### config.mk
export PLATFORM = sky130hd
export DESIGN_NAME = rlb_lane
export DESIGN_NICKNAME = d
export VERILOG_FILES = /design/src/rtl/rgba_layer_blend_unit_assert.svh /design/src/rtl/rlb_pkg.sv /design/src/rtl/rlb_lane.sv
export SDC_FILE = /design/constraint.sdc
export NUM_CORES = 1
export LEC_CHECK = 0
export BUFFER_PORTS_ARGS = -buffer_cell sky130_fd_sc_hd__buf_2
export CELL_PAD_IN_SITES_DETAIL_PLACEMENT = 1
export CELL_PAD_IN_SITES_GLOBAL_PLACEMENT = 1
export CORE_MARGIN = 3
export CORE_UTILIZATION = 52
export DETAILED_ROUTE_END_ITERATION = 10
export PLACE_DENSITY_LB_ADDON = 0.2
export SKIP_CTS_REPAIR_TIMING = 1
export SYNTH_ARGS = -nofsm -noshare
export SYNTH_HDL_FRONTEND = slang
export SYNTH_SLANG_ARGS = --single-unit
export TNS_END_PERCENT = 100
### constraint.sdc
create_clock -name clock -period 7.7 [get_ports clock]
set_input_delay 0 -clock clock [delete_from_list [all_inputs] [get_ports clock]]
set_output_delay 0 -clock clock [all_outputs]
set_load 0.005 [all_outputs]
### src/rtl/rgba_layer_blend_unit_assert.svh
// Assertion macros for the layer blend unit.
`ifndef RGBA_LAYER_BLEND_UNIT_ASSERT_SVH
`define RGBA_LAYER_BLEND_UNIT_ASSERT_SVH
`ifndef NO_ASSERTIONS
`define RLB_ASSERT(label, prop, msg) \
   label: assert property (@(posedge clock) disable iff (reset) prop) else $error(msg);
`define RLB_ASSERT_RST(label, prop, msg) \
   label: assert property (@(posedge clock) prop) else $error(msg);
`else
`define RLB_ASSERT(label, prop, msg)
`define RLB_ASSERT_RST(label, prop, msg)
`endif
`endif

### src/rtl/rlb_pkg.sv
// Types, constants and arithmetic helpers for the layer blend unit.
package rlb_pkg;

   localparam int PIPE_DEPTH = 6;

   typedef struct packed {
      logic [7:0] bottom_red;
      logic [7:0] bottom_green;
      logic [7:0] bottom_blue;
      logic [7:0] bottom_alpha;
      logic [7:0] top_red;
      logic [7:0] top_green;
      logic [7:0] top_blue;
      logic [7:0] top_alpha;
   } req_type;

   typedef struct packed {
      logic [7:0] out_red;
      logic [7:0] out_green;
      logic [7:0] out_blue;
      logic [7:0] out_alpha;
   } rsp_type;

   typedef enum logic [4:0] {
      MODE_NORMAL   = 5'd0,
      MODE_MULTIPLY = 5'd1,
      MODE_SCREEN   = 5'd2,
      MODE_OVERLAY  = 5'd3,
      MODE_HARDLT   = 5'd4,
      MODE_PEGTOP   = 5'd5,
      MODE_DODGE    = 5'd6,
      MODE_LINDODGE = 5'd7,
      MODE_DIVIDE   = 5'd8,
      MODE_BURN     = 5'd9,
      MODE_LINBURN  = 5'd10,
      MODE_VIVID    = 5'd11,
      MODE_LINLIGHT = 5'd12,
      MODE_SUB      = 5'd13,
      MODE_ADD      = 5'd14,
      MODE_DIFF     = 5'd15,
      MODE_DARKEN   = 5'd16,
      MODE_LIGHTEN  = 5'd17,
      MODE_AVERAGE  = 5'd18
   } mode_type;

   // Which datapath produces the final byte.
   typedef enum logic [1:0] {
      CLS_SIMPLE = 2'd0,
      CLS_PROD   = 2'd1,
      CLS_PEG    = 2'd2,
      CLS_DIV    = 2'd3
   } cls_type;

   typedef struct packed {
      cls_type     cls;
      logic        inv;
      logic        dbl;
      logic [7:0]  b;
      logic [7:0]  simple;
      logic [23:0] val;
      logic [15:0] dn;
      logic [7:0]  dy;
      logic        dz;
      logic        dsat;
      logic [7:0]  rem;
      logic [7:0]  q;
   } lane_stage_type;

   // One restoring division step: {quotient bit, new remainder}.
   function automatic logic [8:0] div_step(input logic [7:0] rem, input logic nbit,
                                           input logic [7:0] dvs);
      logic [8:0] s;
      logic [8:0] d;
      logic [8:0] res;
      s = {rem, nbit};
      d = s - {1'b0, dvs};
      if (s >= {1'b0, dvs}) begin
         res = {1'b1, d[7:0]};
      end else begin
         res = {1'b0, s[7:0]};
      end
      return res;
   endfunction

   // floor(x / 255) for x below 2^24 / 1.004; estimate is low by at most one.
   function automatic logic [15:0] div_by_255(input logic [23:0] x);
      logic [24:0] sum;
      logic [15:0] q0;
      logic [23:0] r;
      sum = {1'b0, x} + {9'b0, x[23:8]} + {17'b0, x[23:16]};
      q0 = sum[23:8];
      r = x - ({q0, 8'b0} - {8'b0, q0});
      if (r >= 24'd255) begin
         q0 = q0 + 16'd1;
      end
      return q0;
   endfunction

endpackage

### src/rtl/rlb_lane.sv
// One color channel of the blend pipeline: operand setup, products, divider.
module rlb_lane (
   input  logic                                clock,
   input  rlb_pkg::mode_type                   mode,
   input  logic                                bright,
   input  logic [7:0]                          bot,
   input  logic [7:0]                          top,
   input  logic [rlb_pkg::PIPE_DEPTH-1:0]      load,
   output logic [7:0]                          res
);

   rlb_pkg::lane_stage_type stg_ff [1:rlb_pkg::PIPE_DEPTH-1];
   rlb_pkg::lane_stage_type stg_in [1:rlb_pkg::PIPE_DEPTH-1];
   rlb_pkg::lane_stage_type stg1_in;
   logic [7:0] res_ff;
   logic [7:0] res_in;

   // Stage 1: decode mode, pick multiplier and divider operands.
   always_comb begin
      rlb_pkg::mode_type eff;
      logic [7:0]  ma;
      logic [7:0]  mb;
      logic [7:0]  x;
      logic [7:0]  y;
      logic [8:0]  sum9;
      logic [8:0]  lb9;
      logic [15:0] prod;
      logic [15:0] dn;
      eff = mode;
      if (mode == rlb_pkg::MODE_VIVID) begin
         eff = bright ? rlb_pkg::MODE_DODGE : rlb_pkg::MODE_BURN;
      end else if (mode == rlb_pkg::MODE_LINLIGHT) begin
         eff = bright ? rlb_pkg::MODE_ADD : rlb_pkg::MODE_LINBURN;
      end
      stg1_in = '0;
      stg1_in.cls = rlb_pkg::CLS_SIMPLE;
      stg1_in.b = bot;
      stg1_in.simple = top;
      ma = bot;
      mb = top;
      x = bot;
      y = top;
      sum9 = {1'b0, bot} + {1'b0, top};
      lb9 = sum9 - 9'd255;
      unique case (eff)
         rlb_pkg::MODE_MULTIPLY: begin
            stg1_in.cls = rlb_pkg::CLS_PROD;
         end
         rlb_pkg::MODE_SCREEN: begin
            stg1_in.cls = rlb_pkg::CLS_PROD;
            stg1_in.inv = 1'b1;
            ma = ~bot;
            mb = ~top;
         end
         rlb_pkg::MODE_OVERLAY, rlb_pkg::MODE_HARDLT: begin
            stg1_in.cls = rlb_pkg::CLS_PROD;
            stg1_in.dbl = 1'b1;
            // dark side multiplies, light side screens
            if ((eff == rlb_pkg::MODE_OVERLAY) ? bot[7] : top[7]) begin
               stg1_in.inv = 1'b1;
               ma = ~bot;
               mb = ~top;
            end
         end
         rlb_pkg::MODE_PEGTOP: begin
            stg1_in.cls = rlb_pkg::CLS_PEG;
            ma = top;
            mb = ~bot;
         end
         rlb_pkg::MODE_DODGE: begin
            stg1_in.cls = rlb_pkg::CLS_DIV;
            y = ~top;
         end
         rlb_pkg::MODE_DIVIDE: begin
            stg1_in.cls = rlb_pkg::CLS_DIV;
         end
         rlb_pkg::MODE_BURN: begin
            stg1_in.cls = rlb_pkg::CLS_DIV;
            stg1_in.inv = 1'b1;
            x = ~bot;
         end
         rlb_pkg::MODE_LINDODGE, rlb_pkg::MODE_ADD: begin
            stg1_in.simple = sum9[8] ? 8'd255 : sum9[7:0];
         end
         rlb_pkg::MODE_LINBURN: begin
            stg1_in.simple = (sum9 > 9'd255) ? lb9[7:0] : 8'd0;
         end
         rlb_pkg::MODE_SUB: begin
            stg1_in.simple = (bot > top) ? (bot - top) : 8'd0;
         end
         rlb_pkg::MODE_DIFF: begin
            stg1_in.simple = (bot > top) ? (bot - top) : (top - bot);
         end
         rlb_pkg::MODE_DARKEN: begin
            stg1_in.simple = (bot < top) ? bot : top;
         end
         rlb_pkg::MODE_LIGHTEN: begin
            stg1_in.simple = (bot > top) ? bot : top;
         end
         rlb_pkg::MODE_AVERAGE: begin
            stg1_in.simple = sum9[8:1];
         end
         default: begin
         end
      endcase
      prod = ma * mb;
      dn = {x, 8'b0} - {8'b0, x};
      stg1_in.val = {8'b0, prod};
      stg1_in.dn = dn;
      stg1_in.dy = y;
      stg1_in.dz = (y == 8'd0);
      stg1_in.dsat = (dn >= {y, 8'b0});
      stg1_in.rem = dn[15:8];
   end

   // Stages 2..5: two quotient bits each, plus the product / divide-by-255 chain.
   always_comb begin
      rlb_pkg::lane_stage_type cur;
      logic [7:0]  sh;
      logic [8:0]  st1;
      logic [8:0]  st2;
      logic [15:0] pk;
      logic [16:0] n17;
      logic [24:0] prd;
      stg_in[1] = stg1_in;
      for (int k = 1; k < rlb_pkg::PIPE_DEPTH - 1; k++) begin
         cur = stg_ff[k];
         stg_in[k+1] = cur;
         sh = cur.dn[7:0] << (2 * (k - 1));
         st1 = rlb_pkg::div_step(cur.rem, sh[7], cur.dy);
         st2 = rlb_pkg::div_step(st1[7:0], sh[6], cur.dy);
         stg_in[k+1].rem = st2[7:0];
         stg_in[k+1].q = {cur.q[5:0], st1[8], st2[8]};
         pk = {cur.b, 8'b0} - {8'b0, cur.b};
         n17 = {1'b0, pk} + {cur.val[15:0], 1'b0};
         prd = cur.b * cur.val[16:0];
         if (k == 1) begin
            if (cur.cls == rlb_pkg::CLS_PEG) begin
               stg_in[k+1].val = {7'b0, n17};
            end else if (cur.dbl) begin
               stg_in[k+1].val = {7'b0, cur.val[15:0], 1'b0};
            end
         end else if (k == 2) begin
            if (cur.cls == rlb_pkg::CLS_PEG) begin
               stg_in[k+1].val = prd[23:0];
            end else begin
               stg_in[k+1].val = {8'b0, rlb_pkg::div_by_255(cur.val)};
            end
         end else if (cur.cls == rlb_pkg::CLS_PEG) begin
            stg_in[k+1].val = {8'b0, rlb_pkg::div_by_255(cur.val)};
         end
      end
   end

   always_comb begin
      rlb_pkg::lane_stage_type cur;
      logic [7:0] r;
      cur = stg_ff[rlb_pkg::PIPE_DEPTH-1];
      unique case (cur.cls)
         rlb_pkg::CLS_SIMPLE: r = cur.simple;
         rlb_pkg::CLS_DIV:    r = (cur.dz || cur.dsat) ? 8'd255 : cur.q;
         default:             r = cur.val[7:0];
      endcase
      res_in = cur.inv ? ~r : r;
   end

   always_ff @(posedge clock) begin
      for (int k = 1; k < rlb_pkg::PIPE_DEPTH; k++) begin
         if (load[k-1]) begin
            stg_ff[k] <= stg_in[k];
         end
      end
      if (load[rlb_pkg::PIPE_DEPTH-1]) begin
         res_ff <= res_in;
      end
   end

   assign res = res_ff;

endmodule

---- Word-level counts from Yosys, hierarchy flattened ----
Memory sizes are Yosys's and may differ from the RTL's.
Cells that the tools add are included.
word-level totals
  word-level logic and storage cells ...... 134
  memories kept ........................... 1
  register bits ........................... 8
  input bits .............................. 29
  RAM bits ................................ 430
cells by class
  order comparisons ....................... 15
  bitwise operators ....................... 3
  reduce and logical (&&, ||, !) cells .... 8
  multipliers ............................. 2
  add/sub/neg operators ................... 30
  muxes and demuxes ....................... 51
  equality and inequality tests ........... 23
memory list
  name    depth  bits a word  rd ports  clocked after memory_dff  wr ports  line            RTL
  stg_ff  5      86           5         0                         5         rlb_lane.sv:12  rlb_pkg::lane_stage_type stg_ff [1:rlb_pkg::PIPE_DEPTH-1];
operators with widths
  operator                                                             count
  2-to-1 mux 24 bit                                                    5
  2-to-1 mux 8 bit                                                     12
  subtractor 8 bit                                                     10
  adder 24 x 16 -> 24 bit                                              3
  adder 24 x 8 -> 24 bit                                               3
  greater-or-equal comparator 24 x 8 -> 1 bit (second input constant)  3
  greater-or-equal comparator 9 x 8 -> 1 bit                           8
  2-to-1 mux 9 bit                                                     8
  subtractor 24 x 16 -> 24 bit                                         3
  subtractor 24 bit                                                    3
  case mux 8 bit (7 select lines)                                      1
  adder 16 x 1 -> 16 bit (second input constant)                       3
  2-to-1 mux 16 bit                                                    3
  case mux 8 bit (3 select lines)                                      2
  == test 5 x 4 -> 1 bit (second input constant)                       8
  subtractor 16 x 8 -> 16 bit                                          2
  multiplier 8 x 17 -> 24 bit                                          1
  NOT 8 bit                                                            3
  == test 5 x 3 -> 1 bit (second input constant)                       4
  adder 16 x 17 -> 17 bit                                              1
  greater-or-equal comparator 16 bit                                   1
  multiplier 8 x 8 -> 16 bit                                           1
  case mux 8 bit (2 select lines)                                      1
  == test 5 bit (second input constant)                                3
  20 further kinds                                                     40

---- Logic depth before layout (Yosys ltp) ----
  depth after elaboration ................. 8
  gate-level depth with buffers ........... 31
  gate-level depth less buffers ........... 29

---- Least setup slack after synthesis ----
OpenSTA, ideal clock, no wires.
  kind .................................... flip-flop to flip-flop
  start point ............................. reg stg_ff[0][320] (netlist name)
  end point ............................... reg stg_ff[0][394] (netlist name)
  setup slack ............................. 990 ps
  period minus slack after synthesis ...... 6710 ps
  buffers on the path ..................... 1
  arrival ................................. 6451 ps
  stages on the path, launching flop included .. 26
  required time ........................... 7440 ps
  setup time .............................. 260 ps
  cells stage by stage .................... edfxtp_1 > fa_1 > ha_1 > a21o_1 > a211o_1 > a41oi_2 > o211ai_1 > a31o_2 > and3_1 > and2_1 > ha_1 > inv_1 > fa_1 > inv_1 > ha_1 > clkbuf_1 > a211o_1 > o21bai_1 > o31ai_2 > or3_1 > a2111oi_2 > nand4b_1 > a2111oi_4 > nor3_1 > xnor2_1 > mux2_2

==> impl_metrics.tcl <==
set metrics [dict create \
    worst_setup_path_startpoint "stg_ff[0][312]" \
    postSynthAreaPerCell_um2 9.22 \
    gr_met2_demand_resource_pct 50.9 \
    cts.sink_count 283 \
    cts.path.max_buffers 3 \
    yosys_warnings 0 \
    synth_top_area_share_pct 28.2 \
    cts_inserted_buffers 35 \
    netlist_top_cells_area "edfxtp_1 28%, ha_1 15%, fa_1 11%" \
    syn_to_final_growth_pct 7.54 \
    number_of_library_cell_types_mapped_by_synthesis 85 \
    core_um2 56900 \
    tritoncts "done" \
    worst_setup_path_endpoint "stg_ff[0][396]" \
    drt-pass1-iter-count 5 \
    timing.critical_path.required_ns 7.98 \
    routabilityCongestion 0.929 \
    most_used_standard_cell_by_instance_count_after_synthesis "inv_1" \
    synth_edf_count 283 \
    clock.fmax_mhz 137 \
    h-tree-depth 2 \
    die_width_um 247 \
    antenna_found_initial 1 \
    num_rows 87 \
    pin_count_of_the_biggest_net_entering_global_routing 63 \
    detailedPlacementHpwl_mm 69.3 \
    timing.final.hold_violations 0 \
    die_h_um 247 \
    drc_violation_count_after_routing 0 \
    layout.filler_cells 6507 \
    first_global_vias 26200 \
    drt-initial-drc-count 1391 \
    holdWs_ns 0.0195 \
    slew_violations 0 \
    worstPathArrival_ns 7.59 \
    insertedDiodeCount 0 \
    grt_overflow_total 0 \
    global_route_total_usage_across_every_layer_pct 29.0 \
    post-route-period-util_pct 94.9 \
    route.vias.total 24400 \
    type_of_element_capturing_the_critical_path "flop" \
    postSynthRegisterBits 283 \
    setup.worst_path.start_class "flop" \
    worstReg2RegEnd "stg_ff[0][396]" \
    grt.busiest_layer "met2" \
    proportion_of_synthesized_flip_flops_having_asynchronous_set_or_reset_pct 0 \
    cts.reportedPaths.clkPinSlew_ns 0.06 \
    syn_area_um2 30200 \
    cap_violations 0 \
    post-synth-top-area-cell "edfxtp_1" \
    area_taken_by_multi_input_logic_gates_um2 19500 \
    crit_path_max_fanout 9 \
    routed_wirelength_mm 88.0 \
    layout.nets 3834 \
    use_met3_pct 3.73 \
    fin_crit_ns 7.30 \
    synth.net_count 3827 \
    max-slew-margin-rel_pct 27.6 \
    portBuffers 36 \
    synthesis.instances 3272 \
    worst_slew_pin_slew_ns 1.08 \
    grt_pass1_wl_mm 141 \
    ys_seq_area_share_pct 28.2 \
    clock_tree.root_cell "clkbuf_16" \
    critPathKind "flop to flop" \
    timing.reg2reg.setup_slack_ns 0.40 \
    clock_skew_ns 0.0281 \
    hold-path-cell-count 2 \
    setup_viol 0 \
    holdCritPathClass "primary input to flop" \
    yosys_most_used_dff "edfxtp_1" \
    route.detailed.vias_per_inst 6.00 \
    synth_commonest_cells "468 x inv_1, 359 x ha_1, 283 x edfxtp_1, 281 x nand2_1, 192 x nor2_1" \
    route.detailed.wl_per_inst_um 21.7 \
    start_util_pct 53.0 \
    run_status "finished, final reports clean" \
    seq_area_um2 8500 \
    clk_latency_ns 0.56 \
    globalRouteMet1Util_pct 36.8 \
    ant_nets 0 \
    floorplan.die_area_um2 61000 \
    layout-drive-gt1-share_pct 6.44 \
    worst_r2r_path_depth 26 \
    floorplan.io_pins 37 \
    regToRegStartpoint "stg_ff[0][312]" \
]
==> cell type report <==
class | count | share of cell area [%]
inverter | 468 | 5.41
sequential | 283 | 26.2
clock inverter | 26 | 0.983
tap | 756 | 2.91
multi-input combinational | 2412 | 60.2
clock buffer | 37 | 2.72
timing repair buffer | 79 | 1.62
==> cells by family (layout without fill, tap and decap cells) <==
kind of cell	Yosys count	in the layout	share of synthesized area [%]
and+or+nand+nor	931	931	15.2
xor gates and xnor gates	197	197	5.72
muxes	83	83	2.92
adders and majority gates	526	526	26.0
buffers and inverters	577	610	7.23
AOI/OAI and AO/OA	675	675	14.9
DFF	283	283	28.2
==> sequential cells by signal (all words and copies together) (netlist names) <==
signal,count
stg_ff,275
res,8
==> worst min-delay path by stage <==
| stage | start | end | slack, ns |
|---|---|---|---|
| floorplan | bot[0] | stg_ff[0][160] | 0.1 |
| global placement | load[5] | res[1] | 0.33 |
| detailed placement | load[5] | res[6] | 0.34 |
| CTS | load[5] | res[6] | -0.25 |
| global route | top[2] | stg_ff[0][154] | 0.02 |
| finish | mode[4] | stg_ff[0][171] | 0.02 |
==> stage by stage <==
stage | util [%] | cells | setup slack, ns | area, um^2 | setup TNS, ns
after floorplan | - | 3272 | 0.990 | 30200 | 0
after global placement | 54.6 | 3981 | 0.338 | 31100 | 0
after detailed placement | 54.6 | 3981 | 0.207 | 31100 | 0
after CTS | 56.7 | 4044 | 0.176 | 32300 | 0
after global routing | 57.0 | 4061 | -0.00897 | 32500 | -0.00897
final | 57.0 | 4061 | 0.396 | 32500 | 0
==> layout by cell type, fill, tap and decap left out, types with 11 or more instances in the layout <==
master,synthesis,final
a211o_1,15,15
a211oi_1,13,13
a21boi_0,15,15
a21o_1,62,62
a21oi_1,140,140
a221oi_1,12,12
a22oi_1,11,11
a31oi_1,11,11
and2_1,92,92
and3_1,20,20
buf_2,1,36
buf_4,0,34
clkbuf_16,0,35
edfxtp_1,283,283
fa_1,167,167
ha_1,359,357
inv_1,468,468
mux2_2,39,39
mux2i_1,43,43
nand2_1,281,281
nand2b_1,46,46
nand3_1,59,59
nand4_1,32,32
nor2_1,192,192
nor2b_1,57,56
nor3_1,58,58
nor3b_1,13,13
o211ai_1,27,27
o21a_1,24,24
o21ai_0,189,189
o21ai_1,14,14
o21bai_1,22,22
o31ai_1,11,11
or2_2,17,17
or3_1,23,23
xnor2_1,154,154
xor2_1,43,43
==> critical path: stages (launching register included) <==
cell	delay [ns]
edfxtp_1	0.46
fa_1	0.50
ha_1	0.33
a21o_1	0.19
a211o_1	0.30
a41oi_2	0.27
o211ai_1	0.22
a31o_2	0.32
and3_1	0.21
and2_1	0.16
ha_1	0.34
inv_1	0.11
fa_1	0.51
inv_1	0.05
ha_1	0.41
a211o_1	0.34
o21bai_1	0.17
o31ai_2	0.12
or3_1	0.33
a2111oi_2	0.38
nand4b_1	0.22
a2111oi_4	0.36
buf_4	0.21
buf_4	0.15
nor2_1	0.05
mux2_1	0.22
o211ai_2	0.09
==> metal layers <==
metal	vias to the layer above	routed length [um]
li1	11400	-
met1	12300	38200
met2	569	43200
met3	174	3810
met4	2	2810
met5	-	12
Power is not shown: default switching activity piles up to over one toggle a cycle in this logic, so the estimate is an artifact.
